===== config.mk =====
export PLATFORM = sky130hd
export DESIGN_NAME = ip_fragment_planner_top
export DESIGN_NICKNAME = d
export VERILOG_FILES = /design/src/rtl/core/ipfp_pkg.sv /design/src/rtl/core/ipfp_front.sv /design/src/rtl/core/ipfp_queue.sv /design/src/rtl/core/ipfp_back.sv /design/src/rtl/core/ip_fragment_planner_top.sv
export SDC_FILE = /design/constraint.sdc
export NUM_CORES = 1
export LEC_CHECK = 0
export ABC_AREA = 1
export BUFFER_PORTS_ARGS = -buffer_cell sky130_fd_sc_hd__buf_2
export CAP_MARGIN = 25
export CORE_MARGIN = 2
export CORE_UTILIZATION = 47
export DETAILED_ROUTE_END_ITERATION = 8
export GPL_TIMING_DRIVEN = 0
export SLEW_MARGIN = 10
export SYNTH_ARGS = -nofsm -noshare
export SYNTH_HDL_FRONTEND = slang
export SYNTH_HIERARCHICAL = 1
export SYNTH_SLANG_ARGS = --single-unit

===== constraint.sdc =====
create_clock -name clk -period 5.4 [get_ports clk]
set_input_delay 0.54 -clock clk [delete_from_list [all_inputs] [get_ports clk]]
set_output_delay 0.54 -clock clk [all_outputs]
set_load 0.05 [all_outputs]

===== src/rtl/core/ipfp_pkg.sv =====
package ipfp_pkg;

    localparam logic [15:0] MTU_RESET      = 16'd1500;
    localparam logic [15:0] MTU_FLOOR      = 16'd1088;
    localparam logic [3:0]  MIN_HDR_WORDS  = 4'd5;
    localparam logic [13:0] OFFSET_MAX     = 14'd8191;
    localparam int          MAX_FRAGMENTS  = 64;
    localparam int          FRAG_SHIFT     = $clog2(MAX_FRAGMENTS);
    localparam int          QUEUE_DEPTH    = 2;
    localparam int          QUEUE_PTR_W    = (QUEUE_DEPTH > 1) ? $clog2(QUEUE_DEPTH) : 1;
    localparam int          QUEUE_CNT_W    = $clog2(QUEUE_DEPTH + 1);

    typedef enum logic [1:0] {
        ST_PASS = 2'd0,
        ST_FRAG = 2'd1,
        ST_DF   = 2'd2,
        ST_OVF  = 2'd3
    } status_t;

    // classified datagram handed from front to back
    typedef struct packed {
        status_t     status;
        logic [12:0] offset;
        logic        mf;
        logic        df;
        logic [15:0] total_length;
        logic [3:0]  hw;
        logic [3:0]  rhw;
        logic [15:0] datalen;
        logic [15:0] piece;
    } ipfp_desc_t;

endpackage


===== src/rtl/core/ipfp_front.sv =====
module ipfp_front
    import ipfp_pkg::*;
(
    input  logic        clk,
    input  logic        rst_n,
    input  logic        cfg_write_en,
    input  logic [15:0] cfg_write_data,
    input  logic        start,
    output logic        busy,
    input  logic [15:0] total_length,
    input  logic [3:0]  header_words,
    input  logic [15:0] frag_word,
    input  logic [3:0]  reduced_header_words,
    input  logic        queue_full,
    output logic        push,
    output ipfp_desc_t  push_desc
);

    logic [15:0] mtu_reg;
    logic        valid_reg;
    logic [15:0] tl_reg;
    logic [3:0]  hw_reg;
    logic [15:0] fw_reg;
    logic [3:0]  rhw_reg;

    logic                   accept;
    logic [3:0]             hw_c;
    logic [3:0]             rhw_lo;
    logic [3:0]             rhw_c;
    logic [15:0]            mtu_c;
    logic [15:0]            hbytes;
    logic [15:0]            datalen;
    logic [15:0]            piece;
    logic [13:0]            end_offset;
    logic [15+FRAG_SHIFT:0] max_data;
    status_t                status;

    assign busy   = valid_reg && queue_full;
    assign accept = start && !busy;
    assign push   = valid_reg && !queue_full;

    always_ff @(posedge clk or negedge rst_n)
    begin
        if (!rst_n)
        begin
            mtu_reg   <= MTU_RESET;
            valid_reg <= 1'b0;
        end
        else
        begin
            if (cfg_write_en)
            begin
                mtu_reg <= cfg_write_data;
            end
            if (accept)
            begin
                valid_reg <= 1'b1;
            end
            else if (push)
            begin
                valid_reg <= 1'b0;
            end
        end
    end

    always_ff @(posedge clk)
    begin
        if (accept)
        begin
            tl_reg  <= total_length;
            hw_reg  <= header_words;
            fw_reg  <= frag_word;
            rhw_reg <= reduced_header_words;
        end
    end

    always_comb
    begin
        hw_c   = (hw_reg < MIN_HDR_WORDS) ? MIN_HDR_WORDS : hw_reg;
        rhw_lo = (rhw_reg < MIN_HDR_WORDS) ? MIN_HDR_WORDS : rhw_reg;
        rhw_c  = (rhw_lo > hw_c) ? hw_c : rhw_lo;
        mtu_c  = (mtu_reg < MTU_FLOOR) ? MTU_FLOOR : mtu_reg;
        hbytes = {10'd0, hw_c, 2'b00};
        datalen = tl_reg - hbytes;
        piece   = (mtu_c - hbytes) & ~16'd7;
        end_offset = {1'b0, fw_reg[12:0]} + {1'b0, datalen[15:3]};
        max_data   = {{FRAG_SHIFT{1'b0}}, piece} << FRAG_SHIFT;

        if (tl_reg <= mtu_c)
        begin
            status = ST_PASS;
        end
        else if (fw_reg[14])
        begin
            status = ST_DF;
        end
        else if ((end_offset > OFFSET_MAX) || ({{FRAG_SHIFT{1'b0}}, datalen} > max_data))
        begin
            status = ST_OVF;
        end
        else
        begin
            status = ST_FRAG;
        end

        push_desc.status       = status;
        push_desc.offset       = fw_reg[12:0];
        push_desc.mf           = fw_reg[13];
        push_desc.df           = fw_reg[14];
        push_desc.total_length = tl_reg;
        push_desc.hw           = hw_c;
        push_desc.rhw          = rhw_c;
        push_desc.datalen      = datalen;
        push_desc.piece        = piece;
    end

endmodule


===== src/rtl/core/ipfp_queue.sv =====
module ipfp_queue
    import ipfp_pkg::*;
(
    input  logic       clk,
    input  logic       rst_n,
    input  logic       push,
    input  ipfp_desc_t push_desc,
    output logic       full,
    input  logic       pop,
    output logic       not_empty,
    output ipfp_desc_t pop_desc
);

    ipfp_desc_t             mem_reg [QUEUE_DEPTH];
    logic [QUEUE_PTR_W-1:0] wr_ptr_reg;
    logic [QUEUE_PTR_W-1:0] rd_ptr_reg;
    logic [QUEUE_CNT_W-1:0] count_reg;

    assign full      = (count_reg == QUEUE_CNT_W'(QUEUE_DEPTH));
    assign not_empty = (count_reg != '0);
    assign pop_desc  = mem_reg[rd_ptr_reg];

    always_ff @(posedge clk or negedge rst_n)
    begin
        if (!rst_n)
        begin
            wr_ptr_reg <= '0;
            rd_ptr_reg <= '0;
            count_reg  <= '0;
        end
        else
        begin
            if (push)
            begin
                wr_ptr_reg <= (wr_ptr_reg == QUEUE_PTR_W'(QUEUE_DEPTH - 1)) ? '0
                              : wr_ptr_reg + 1'b1;
            end
            if (pop)
            begin
                rd_ptr_reg <= (rd_ptr_reg == QUEUE_PTR_W'(QUEUE_DEPTH - 1)) ? '0
                              : rd_ptr_reg + 1'b1;
            end
            if (push && !pop)
            begin
                count_reg <= count_reg + 1'b1;
            end
            else if (pop && !push)
            begin
                count_reg <= count_reg - 1'b1;
            end
        end
    end

    always_ff @(posedge clk)
    begin
        if (push)
        begin
            mem_reg[wr_ptr_reg] <= push_desc;
        end
    end

    // occupancy bounded by depth
    assert property (@(posedge clk) disable iff (!rst_n)
        count_reg <= QUEUE_CNT_W'(QUEUE_DEPTH))
        else $error("queue occupancy above depth");

    // a lone pop drops occupancy by one
    assert property (@(posedge clk) disable iff (!rst_n)
        pop && !push |=> count_reg == $past(count_reg) - 1'b1)
        else $error("queue count not decremented on pop");

endmodule


===== src/rtl/core/ipfp_back.sv =====
module ipfp_back
    import ipfp_pkg::*;
(
    input  logic        clk,
    input  logic        rst_n,
    input  logic        desc_valid,
    input  ipfp_desc_t  desc,
    output logic        pop,
    output logic        result_valid,
    output logic [1:0]  status,
    output logic [12:0] fragment_offset,
    output logic        more_fragments,
    output logic        dont_fragment,
    output logic [15:0] fragment_length,
    output logic [3:0]  fragment_header_words,
    output logic [15:0] payload_start,
    output logic        last
);

    logic        active_reg;
    ipfp_desc_t  cur_reg;
    logic [15:0] rem_reg;
    logic [15:0] pos_reg;
    logic [3:0]  cur_hw_reg;

    logic        res_valid_reg;
    logic [1:0]  res_status_reg;
    logic [12:0] res_offset_reg;
    logic        res_mf_reg;
    logic        res_df_reg;
    logic [15:0] res_len_reg;
    logic [3:0]  res_hw_reg;
    logic [15:0] res_start_reg;
    logic        res_last_reg;

    logic        is_frag;
    logic [15:0] take;
    logic [15:0] rem_after;
    logic        finish;
    logic [1:0]  res_status_next;
    logic [12:0] res_offset_next;
    logic        res_mf_next;
    logic        res_df_next;
    logic [15:0] res_len_next;
    logic [3:0]  res_hw_next;
    logic [15:0] res_start_next;
    logic        res_last_next;

    always_comb
    begin
        is_frag   = (cur_reg.status == ST_FRAG);
        take      = (rem_reg > cur_reg.piece) ? cur_reg.piece : rem_reg;
        rem_after = rem_reg - take;
        finish    = active_reg && (!is_frag || (rem_after == '0));
        pop       = desc_valid && (!active_reg || finish);

        if (is_frag)
        begin
            res_status_next = ST_FRAG;
            res_offset_next = cur_reg.offset + pos_reg[15:3];
            res_mf_next     = (rem_after != '0) ? 1'b1 : cur_reg.mf;
            res_df_next     = 1'b0;
            res_len_next    = {10'd0, cur_hw_reg, 2'b00} + take;
            res_hw_next     = cur_hw_reg;
            res_start_next  = pos_reg;
            res_last_next   = (rem_after == '0);
        end
        else
        begin
            res_status_next = cur_reg.status;
            res_offset_next = cur_reg.offset;
            res_mf_next     = cur_reg.mf;
            res_df_next     = cur_reg.df;
            res_len_next    = cur_reg.total_length;
            res_hw_next     = cur_reg.hw;
            res_start_next  = '0;
            res_last_next   = 1'b1;
        end
    end

    always_ff @(posedge clk or negedge rst_n)
    begin
        if (!rst_n)
        begin
            active_reg    <= 1'b0;
            res_valid_reg <= 1'b0;
        end
        else
        begin
            res_valid_reg <= active_reg;
            if (pop)
            begin
                active_reg <= 1'b1;
            end
            else if (finish)
            begin
                active_reg <= 1'b0;
            end
        end
    end

    always_ff @(posedge clk)
    begin
        if (pop)
        begin
            cur_reg    <= desc;
            rem_reg    <= desc.datalen;
            pos_reg    <= '0;
            cur_hw_reg <= desc.hw;
        end
        else if (active_reg)
        begin
            rem_reg <= rem_after;
            pos_reg <= pos_reg + take;
            if ((pos_reg == '0) && (cur_reg.hw > MIN_HDR_WORDS))
            begin
                cur_hw_reg <= cur_reg.rhw;
            end
        end
        if (active_reg)
        begin
            res_status_reg <= res_status_next;
            res_offset_reg <= res_offset_next;
            res_mf_reg     <= res_mf_next;
            res_df_reg     <= res_df_next;
            res_len_reg    <= res_len_next;
            res_hw_reg     <= res_hw_next;
            res_start_reg  <= res_start_next;
            res_last_reg   <= res_last_next;
        end
    end

    assign result_valid          = res_valid_reg;
    assign status                = res_status_reg;
    assign fragment_offset       = res_offset_reg;
    assign more_fragments        = res_mf_reg;
    assign dont_fragment         = res_df_reg;
    assign fragment_length       = res_len_reg;
    assign fragment_header_words = res_hw_reg;
    assign payload_start         = res_start_reg;
    assign last                  = res_last_reg;

    // pass and error results stand alone
    assert property (@(posedge clk) disable iff (!rst_n)
        result_valid && (status != ST_FRAG) |-> last)
        else $error("single result without last");

    // a fragment train has no gaps
    assert property (@(posedge clk) disable iff (!rst_n)
        result_valid && !last |=> result_valid && (status == ST_FRAG))
        else $error("fragment train interrupted");

    // every fragment but the final one carries MF
    assert property (@(posedge clk) disable iff (!rst_n)
        result_valid && !last |-> more_fragments)
        else $error("inner fragment without MF");

    // train continues at the next payload position
    assert property (@(posedge clk) disable iff (!rst_n)
        result_valid && !last |=> payload_start > $past(payload_start))
        else $error("payload position not advancing");

endmodule


===== src/rtl/core/ip_fragment_planner_top.sv =====
// ipv4 fragmentation planner: for each datagram header transaction (start while busy is low)
// the block emits either one result (pass-through, DF blocked or offset or fragment-count
// overflow, status 0/2/3) or one result per outgoing fragment (status 1), the final one
// flagged by last. results appear for exactly one cycle each while result_valid is high
// and cannot be held off, so the receiver must take one result per cycle. a fragment train
// comes out on consecutive cycles with no gaps. from idle, a transaction's first result
// passes the input register, the queue, the engine register and the result register. the
// fragment engine produces one result per cycle while it holds a datagram; the input side
// takes a new transaction every cycle until the two-entry classification queue and the
// input register are full, after which busy rises and admission follows the engine's pace.
// mtu_bytes is loaded via cfg_write_en and cfg_write_data; the user must load it only while
// the block is idle, which the block itself does not enforce; values below 1088 act as 1088.
module ip_fragment_planner_top
    import ipfp_pkg::*;
(
    input  logic        clk,
    input  logic        rst_n,
    // configuration
    input  logic        cfg_write_en,
    input  logic [15:0] cfg_write_data,
    // input transaction
    input  logic        start,
    output logic        busy,
    input  logic [15:0] total_length,
    input  logic [3:0]  header_words,
    input  logic [15:0] frag_word,
    input  logic [3:0]  reduced_header_words,
    // result transaction
    output logic        result_valid,
    output logic [1:0]  status,
    output logic [12:0] fragment_offset,
    output logic        more_fragments,
    output logic        dont_fragment,
    output logic [15:0] fragment_length,
    output logic [3:0]  fragment_header_words,
    output logic [15:0] payload_start,
    output logic        last
);

    // front to queue
    logic       push;
    ipfp_desc_t push_desc;
    logic       queue_full;

    // queue to back
    logic       pop;
    logic       queue_not_empty;
    ipfp_desc_t pop_desc;

    // front: input register, mtu register and classification
    // (pass / df blocked / overflow / fragment, piece size, payload length)
    ipfp_front u_front
    (
        .clk                  (clk),
        .rst_n                (rst_n),
        .cfg_write_en         (cfg_write_en),
        .cfg_write_data       (cfg_write_data),
        .start                (start),
        .busy                 (busy),
        .total_length         (total_length),
        .header_words         (header_words),
        .frag_word            (frag_word),
        .reduced_header_words (reduced_header_words),
        .queue_full           (queue_full),
        .push                 (push),
        .push_desc            (push_desc)
    );

    // short decoupling queue of classified datagrams
    ipfp_queue u_queue
    (
        .clk       (clk),
        .rst_n     (rst_n),
        .push      (push),
        .push_desc (push_desc),
        .full      (queue_full),
        .pop       (pop),
        .not_empty (queue_not_empty),
        .pop_desc  (pop_desc)
    );

    // back: walks the payload one fragment per cycle into the result register
    ipfp_back u_back
    (
        .clk                   (clk),
        .rst_n                 (rst_n),
        .desc_valid            (queue_not_empty),
        .desc                  (pop_desc),
        .pop                   (pop),
        .result_valid          (result_valid),
        .status                (status),
        .fragment_offset       (fragment_offset),
        .more_fragments        (more_fragments),
        .dont_fragment         (dont_fragment),
        .fragment_length       (fragment_length),
        .fragment_header_words (fragment_header_words),
        .payload_start         (payload_start),
        .last                  (last)
    );

endmodule

==> run_results.csv, run 1 <==
group,metric,value,unit
synth,synth_top_cell_by_area,"edfxtp_1",
clock_network,clock_path_buffers,3,
floorplan,die_area,40340,um^2
synth,synth-seq-cells,355,
synth,async_reset_ff_share,6.479,%
synth,syn_area_per_cell,10.93,um^2
clock_network,clk_pin_slew_worst_paths,0.06,ns
clock_network,htreeDepth,2,
floorplan,die_height,200.8,um
synth,syn_inst,1666,
timing,worst-slew-pin-transition,0.8797,ns
worst_setup_path,cp_max_fo,13,
finish,drive_above_1_share,19.93,%
routing,drcViolationCount,0,
routing,dr_total_vias,11890,
global_routing,grt_pass1_wl,65.39,mm
timing,fmax,198.7,MHz
global_routing,grt_overflow_total,0,
synth,synth_common_cells,"nand2_1, edfxtp_1, inv_1, ha_1, nor2_1",
routing,ant_nets,0,
synth,yosysTopAreaCellShare,52.11,%
routing,drt-initial-drc-count,731,
floorplan,start_util,47.34,%
run,maxCapViolCount,0,
global_routing,grt_pass1_vias,11720,
worst_setup_path,cpPeakStageDelay,0.51,ns
clock_network,cts_root_buffer,"clkbuf_16",
global_routing,antenna_found_initial,0,
place,io_buffers,113,
worst_setup_path,cp_slowest_cell,"fa_1",
routing,wire_per_inst,17.71,um
timing,period_minus_slack,5.032,ns
worst_setup_path,critical_path_class,"reg2reg",
timing,finalClockSkew,0.01117,ns
synth,synth_edf_count,316,
synth,yosysWarnings,6,
floorplan,dieWidth,200.8,um
timing,hold_viol_final,0,
routing,dr.pass1.iters,5,
synth,yosysMostFrequentCell,"nand2_1",
worst_setup_path,worstPathArrival,5.47,ns
clock_network,clk_latency,0.55,ns
place,dp_hpwl,32.06,mm
worst_setup_path,crit_required,5.84,ns
synth,synthTopCellsByArea,"edfxtp_1, ha_1, nand2_1",
timing,setup_viol,0,
routing,wirelength,42.33,mm
clock_network,cts_buffers,38,
place,place.gp.congestion,0.8650,
floorplan,core_area,38470,um^2
routing,viasPerCell,4.975,
floorplan,ios,116,
place,postPlaceCellArea,19600,um^2
global_routing,track_usage,21.19,%
worst_setup_path,cp-start-kind,"register",
global_routing,grt_max_degree,54,
timing,min_period_over_period,93.19,%
floorplan,rows,72,
timing,slew_headroom,40.93,%
synth,ys.flop_type,"edfxtp_1",
timing,maxSlewViolCount,0,
status,status,"finished, final reports clean",
synth,ys_types,52,
synth,netlist_area,18210,um^2
synth,ys_seq_area_share,57.07,%
clock_network,cts_sinks,355,
finish,largest_reg_flops,146,
finish,fin_area,21050,um^2
finish,nNetsFinal,2021,
clock_network,tritoncts,"done",
finish,n_antenna_cell,0,
finish,syn_to_final_growth,15.59,%
worst_setup_path,endpoint_kind,"register",
worst_setup_path,crit_top_cell,"nand3_1",
worst_hold_path,min_path_type,"in2reg",
-- stage by stage --
stage                     setup TNS [ns]  worst slack [ns]  util (%)  hold WS (ns)  std cells
after floorplan                        0            0.5345         -        0.2444       1668
final                                  0            0.3676     54.72        0.1607       2390
after global placement            -84.14           -0.9680     50.52        0.4343       2299
after global routing            -0.01212          -0.01212     54.72        0.1436       2390
after CTS                              0           0.01119     54.39        0.1311       2379
after detailed placement          -14.98           -0.6874     50.95        0.4452       2305
-- critical path, delay by kind of cell (launching register included) --
kind | cells | cell delay [ns]
AOI/OAI and AO/OA | 1 | 0.19
and+or+nand+nor | 18 | 2.17
DFF | 1 | 0.46
buffers and inverters | 7 | 0.78
adders and majority gates | 4 | 1.31
-- layout by cell type, fill, tap and decap left out, types with 12 or more instances in the layout --
| cell type | netlist | final |
|---|---|---|
| dfxtp_1 | 16 | 16 |
| o21ai_0 | 76 | 70 |
| nand3_1 | 85 | 85 |
| mux2_2 | 16 | 16 |
| xor2_1 | 26 | 24 |
| buf_4 | 7 | 22 |
| mux2_4 | 60 | 60 |
| inv_1 | 207 | 204 |
| ha_1 | 111 | 111 |
| nor2_1 | 99 | 93 |
| clkbuf_1 | 15 | 20 |
| a21oi_1 | 73 | 72 |
| edfxtp_1 | 316 | 316 |
| buf_6 | 13 | 12 |
| nand2_2 | 15 | 14 |
| nand4_1 | 22 | 22 |
| dfrtp_1 | 16 | 15 |
| clkbuf_16 | 0 | 39 |
| buf_2 | 3 | 115 |
| nor2_2 | 12 | 16 |
| nand2_1 | 367 | 366 |
-- repair_timing --
item | 4_1_cts | 5_1_grt
hold buffers | 1 | 0
pin swaps | 2 | 8
setup endpoints to repair | 69 | 54
hold endpoints to repair | 7 | 0
setup buffers | 3 | 12
gates resized for setup | 14 | 15
cloned | 2 | 1
-- layout make-up --
class / count / area [um^2]
buffer: 40 / 280.3
clock buffer: 45 / 1008
clock inverter: 23 / 182.7
fill: 3342 / 17420
inverter: 210 / 807.0
multi-input combinational: 1061 / 6822
sequential: 355 / 10400
tap: 518 / 648.1
timing repair buffer: 137 / 895.9
timing repair inverter: 1 / 8.758
-- worst paths after layout --
| check | depth (start not counted) | startpoint | to | slack, ns |
|---|---|---|---|---|
| min | 1 | frag_word[2] | u_front/fw_reg[2] | 0.16 |
| min reg2reg | 0 | u_front/fw_reg[13] | u_queue/mem_reg[0][57] | 0.45 |
| max | 30 | u_back/rem_reg[9] | u_queue/count_reg[1] | 0.37 |
| max in group asynchronous | 2 | rst_n | u_back/active_reg | 4.42 |
| min in group asynchronous | 2 | rst_n | u_front/mtu_reg[9] | 0.53 |
| max reg2reg | 30 | u_back/rem_reg[9] | u_queue/count_reg[1] | 0.37 |
-- cells by family (layout without fill, tap and decap cells) --
logic type               Yosys count  count (layout)  synth area share (%)
AND/OR/NAND/NOR                  637             637                 15.19
flip-flops                       355             355                 57.07
buffers and inverters            252             456                 5.970
AO/OA/AOI/OAI                    193             193                 5.840
adder cells (fa/ha/maj)          117             117                 8.286
multiplexers                      76              76                 5.936
XOR/XNOR                          35              35                 1.683
other                              1               3               0.02059
-- per-layer routing --
metal  global-route usage (%)  vias up  part of all wire, %
met1                    28.00     5569                   45
met4                    6.455        0                  2.3
met5                        0        -                    0
met2                    36.64      232                   49
met3                    2.614       52                  3.5
li1                         -     6037                    -
Power of run 1 is left out: the tool's default activity adds up to more than one toggle a clock period on the data nets, which glitch-free logic cannot reach.
==> run 2, diff against run 1 <==
PLACE_DENSITY_LB_ADDON = 0.25   (was default)
==> run 2 against run 1 <==
Against the previous run:
- register-to-register slack worse by 0.11 ns
- sequential share of layout area fell by 0.18 points
- critical endpoint unchanged
- hold slack worse by 0.0092 ns
- worst setup slack worse by 0.11 ns
- utilization increased by 0.20 points
- sequential cell count unchanged
- highest routed layer unchanged
- maximum frequency is 2.2% lower
- cell area rose by 0.36%
- die area unchanged
- non-clock buffer count rose by 5
- critical path depth is 2 higher
==> run_results.csv, run 2 (same netlist as run 1, synthesis figures left out) <==
group,metric,value,unit
status,status,"finished, final reports clean",
routing,drt-initial-drc-count,692,
worst_setup_path,cp_max_fo,17,
floorplan,rows,72,
place,dpl.cell_count,2305,
finish,final_common_cell,"nand2_1",
timing,rsz0062_at_grt,"false",
timing,hold_viol_final,0,
floorplan,die_height,200.8,um
finish,layout_common_cells,"nand2_1, edfxtp_1, inv_1",
global_routing,antenna_found_initial,0,
floorplan,die_area,40340,um^2
global_routing,grt_max_degree,54,
finish,nFillCells,3304,
clock_network,clk_latency,0.56,ns
routing,viasPerCell,5.046,
worst_setup_path,crit_required,5.83,ns
worst_setup_path,critical_path_class,"reg2reg",
routing,wirelength,42.04,mm
timing,min_period_over_period,95.26,%
clock_network,cts_root_buffer,"clkbuf_16",
finish,nNetsFinal,2025,
timing,slew_headroom,42.57,%
finish,largest_reg_flops,146,
clock_network,tritoncts,"done",
timing,worst-slew-pin-transition,0.8554,ns
timing,finalClockSkew,0.02689,ns
floorplan,ios,116,
floorplan,dieWidth,200.8,um
place,dp_hpwl,31.67,mm
floorplan,start_util,47.34,%
clock_network,clock_path_buffers,3,
run,maxCapViolCount,0,
timing,hold_slack,0.1515,ns
timing,setup_viol,0,
finish,utilization,54.92,%
worst_hold_path,min_path_type,"in2reg",
finish,syn_to_final_growth,16.01,%
clock_network,cts_sinks,355,
place,io_buffers,113,
global_routing,grt_overflow_total,0,
routing,ant_nets,0,
worst_setup_path,cp-start-kind,"register",
finish,drive_above_1_share,19.91,%
worst_setup_path,worstPathArrival,5.58,ns
routing,wire_per_inst,17.55,um
global_routing,track_usage,21.00,%
routing,drcViolationCount,0,
finish,fin_area,21130,um^2
finish,n_antenna_cell,0,
floorplan,core_area,38470,um^2
timing,maxSlewViolCount,0,
worst_setup_path,crit_top_cell,"nand3_1",
place,place.gp.congestion,0.8978,
worst_setup_path,cpPeakStageDelay,0.48,ns
global_routing,grt_pass1_vias,11740,
finish,stdcell_count,2396,
worst_setup_path,cp_slowest_cell,"fa_1",
routing,dr_total_vias,12090,
clock_network,cts_buffers,38,
routing,dr.pass1.iters,5,
clock_network,clk_pin_slew_worst_paths,0.06,ns
worst_setup_path,ff2ff_setup_slack,0.26,ns
worst_setup_path,endpoint_kind,"register",
timing,period_minus_slack,5.144,ns
global_routing,grt_pass1_wl,65.05,mm
place,postPlaceCellArea,19580,um^2
timing,fmax,194.4,MHz
clock_network,htreeDepth,2,
run 2: path summary, 6_finish.rpt:
kind | from | end | cells after the start
hold reg to reg | u_front/fw_reg[13] | u_queue/mem_reg[0][57] | 0
min in group asynchronous | rst_n | u_back/result_valid | 2
max in group asynchronous | rst_n | u_back/active_reg | 2
setup reg to reg | u_back/cur_reg[15] | u_queue/count_reg[1] | 32
setup / recovery | u_back/cur_reg[15] | u_queue/count_reg[1] | 32
hold / removal | frag_word[8] | u_front/fw_reg[8] | 1
run 2: cell type report:
| class | count | area [um^2] | share of cell area, % |
|---|---|---|---|
| plain buffers | 42 | 315.3 | 1.492 |
| clock buffers | 52 | 1055 | 4.993 |
| clock inverters | 18 | 186.4 | 0.8824 |
| inverters | 210 | 807.0 | 3.820 |
| multi-input cells | 1061 | 6819 | 32.28 |
| flip-flops and latches | 355 | 10400 | 49.22 |
| well taps | 518 | 648.1 | 3.068 |
| repair buffers | 140 | 898.4 | 4.252 |
run 2: what timing repair did:
item,4_1_cts,5_1_grt
gates resized for setup,12,21
hold endpoints to repair,10,0
pin swaps,3,4
hold buffers,1,0
gates cloned,2,0
endpoints found under the setup margin,62,51
buffers inserted,3,15
run 2: through the flow:
stage,TNS (ns),worst slack (ns)
floorplan,0,0.5345
global placement,-76.76,-0.8674
detailed placement,-11.89,-0.6467
CTS,0,0.008793
global route,0,0.009493
finish,0,0.2558
run 2: routing by layer:
| layer | wire (um) | vias to the layer above | GRT usage (%) |
|---|---|---|---|
| met5 | 0 | - | 0 |
| met4 | 1204 | 0 | 7.143 |
| met3 | 1591 | 59 | 2.987 |
| met2 | 20810 | 275 | 36.16 |
| met1 | 18440 | 5703 | 27.33 |
| li1 | - | 6054 | - |
run 2: critical path: cells and delay by family, from the launching register on:
kind	cells	cell delay [ns]
buffers and inverters	9	0.99
AND/OR/NAND/NOR	18	2.16
adder cells (fa/ha/maj)	4	1.26
AO/OA/AOI/OAI	1	0.17
flip-flops	1	0.39
Power of run 2 is left out for the same reason.
==> run 3, diff against run 2 <==
PLACE_DENSITY = 0.75   (was default)
PLACE_DENSITY_LB_ADDON = default   (was 0.25)
==> run 3 against run 2 <==
Against the previous run:
- cell area shrank 0.41%
- via count grew 2.2%
- final cell count shrank 0.33%
- worst setup slack gained 0.027 ns
- critical path depth shrank 7
- non-clock buffer count shrank 8
- critical path type unchanged
- global-route usage grew 0.35 points
==> run_results.csv, run 3 (same netlist as run 1, synthesis figures left out) <==
group,metric,value,unit
status,status,"finished, final reports clean",
floorplan,ios,116,
timing,finalClockSkew,0.02297,ns
finish,layout_common_cells,"nand2_1, edfxtp_1, inv_1",
floorplan,rows,72,
timing,final.setup.tns,0,ns
global_routing,grt_overflow_total,0,
floorplan,die_area,40340,um^2
timing,hold_viol_final,0,
global_routing,grt_pass1_vias,12230,
worst_setup_path,cp-startpoint,"u_back/rem_reg[11]",
finish,largest_reg_flops,146,
worst_hold_path,min_path_type,"in2reg",
finish,nFillCells,3205,
timing,maxSlewViolCount,0,
clock_network,clk_latency,0.56,ns
worst_setup_path,crit_required,5.66,ns
routing,viasPerCell,5.174,
worst_setup_path,endpoint_kind,"register",
place,io_buffers,113,
routing,wire_per_inst,18.17,um
finish,final_common_cell,"nand2_1",
global_routing,track_usage,21.35,%
worst_setup_path,ff2ff_setup_slack,0.28,ns
timing,min_period_over_period,94.77,%
timing,setup_viol,0,
clock_network,cts_sinks,355,
timing,rsz0062_at_grt,"false",
run,maxCapViolCount,0,
finish,nNetsFinal,2018,
clock_network,cts_root_buffer,"clkbuf_16",
clock_network,clock_path_buffers,3,
timing,fmax,195.4,MHz
timing,slew_headroom,40.50,%
global_routing,grt_max_degree,62,
place,dp_hpwl,31.95,mm
routing,dr_total_vias,12360,
finish,syn_to_final_growth,15.53,%
routing,drcViolationCount,0,
floorplan,dieWidth,200.8,um
finish,drive_above_1_share,19.47,%
clock_network,tritoncts,"done",
floorplan,core_area,38470,um^2
worst_setup_path,critical_path_class,"reg2reg",
worst_setup_path,cp-start-kind,"register",
timing,worst-slew-pin-transition,0.8925,ns
worst_setup_path,worstPathArrival,5.38,ns
place,postPlaceCellArea,19550,um^2
worst_setup_path,worstRegToRegCells,25,
timing,period_minus_slack,5.118,ns
finish,utilization,54.70,%
routing,drt-initial-drc-count,1032,
clock_network,htreeDepth,2,
worst_setup_path,cp_max_fo,17,
worst_setup_path,critPathCapture,"u_back/cur_reg[34]",
finish,n_antenna_cell,0,
floorplan,start_util,47.34,%
global_routing,antenna_found_initial,0,
floorplan,die_height,200.8,um
routing,wirelength,43.39,mm
finish,fin_area,21040,um^2
clock_network,clk_pin_slew_worst_paths,0.06,ns
global_routing,grt_pass1_wl,66.83,mm
routing,dr.pass1.iters,8,
clock_network,cts_buffers,38,
place,place.gp.congestion,0.8925,
timing,hold_slack,0.1555,ns
routing,ant_nets,0,
worst_setup_path,r2r-end,"u_back/cur_reg[34]",
worst_setup_path,reg2reg_from,"u_back/rem_reg[11]",
-- run 3: routing by layer --
metal | GRT usage [%] | part of all wire [%]
met5 | 0 | 0
met4 | 7.090 | 2.7
met3 | 2.776 | 4.7
met2 | 38.26 | 51
met1 | 26.72 | 42
-- run 3: worst min-delay path by stage --
stage                            start                      to  slack, ns  cells after the start
CTS                   total_length[10]      u_front/tl_reg[10]       0.13                      1
detailed placement  u_front/fw_reg[13]  u_queue/mem_reg[1][57]       0.44                      0
finish                total_length[10]      u_front/tl_reg[10]       0.16                      1
floorplan                        rst_n       u_back/active_reg       0.24                      0
global placement    u_front/fw_reg[13]  u_queue/mem_reg[1][57]       0.44                      0
global route           total_length[7]       u_front/tl_reg[7]       0.14                      1
-- run 3: final cells by class --
| type | instances | area (um^2) | share of cell area [%] |
|---|---|---|---|
| Tap cell | 518 | 648.1 | 3.080 |
| Clock buffer | 48 | 988.4 | 4.698 |
| Timing Repair inverter | 1 | 8.758 | 0.04163 |
| Multi-Input combinational cell | 1061 | 6814 | 32.39 |
| Buffer | 41 | 281.5 | 1.338 |
| Sequential cell | 355 | 10400 | 49.42 |
| Inverter | 210 | 807.0 | 3.836 |
| Timing Repair Buffer | 133 | 829.5 | 3.943 |
| Clock inverter | 21 | 265.3 | 1.261 |
-- run 3: stage by stage --
stage,setup WS [ns],cells
2_1_floorplan,0.5345,1668
3_3_place_gp,-0.6706,2299
3_5_place_dp,-0.6963,2304
4_1_cts,0.002641,2377
5_1_grt,0.02039,2388
6_report,0.2824,2388
-- run 3: critical path, cell delays in order, from the launching register on --
cell and delay, ns:
edfxtp_1 0.43, ha_1 0.35, nand4_1 0.12, nor3_2 0.26, nand3_2 0.14, nand2_4 0.12
buf_6 0.15, clkinvlp_4 0.16, o21ai_4 0.19, ha_1 0.18, inv_2 0.07, fa_1 0.51
or2_2 0.31, nor2_1 0.10, nand3_1 0.10, nor2_1 0.10, nand3_1 0.09, nor3_2 0.23
nand3_1 0.12, nor2_2 0.17, nand2_2 0.11, nand3_4 0.10, nand2_4 0.15, clkinv_8 0.11
buf_4 0.13, bufbuf_16 0.31
-- run 3: timing repair --
item / CTS / global route
gates resized for setup: 12 / 14
endpoints found under the setup margin: 69 / 55
pin swaps: 0 / 8
endpoints found under the hold margin: 16 / 0
hold buffers: 1 / 0
gates cloned: 2 / 1
setup buffers: 1 / 11
Power of run 3 is left out for the same reason.
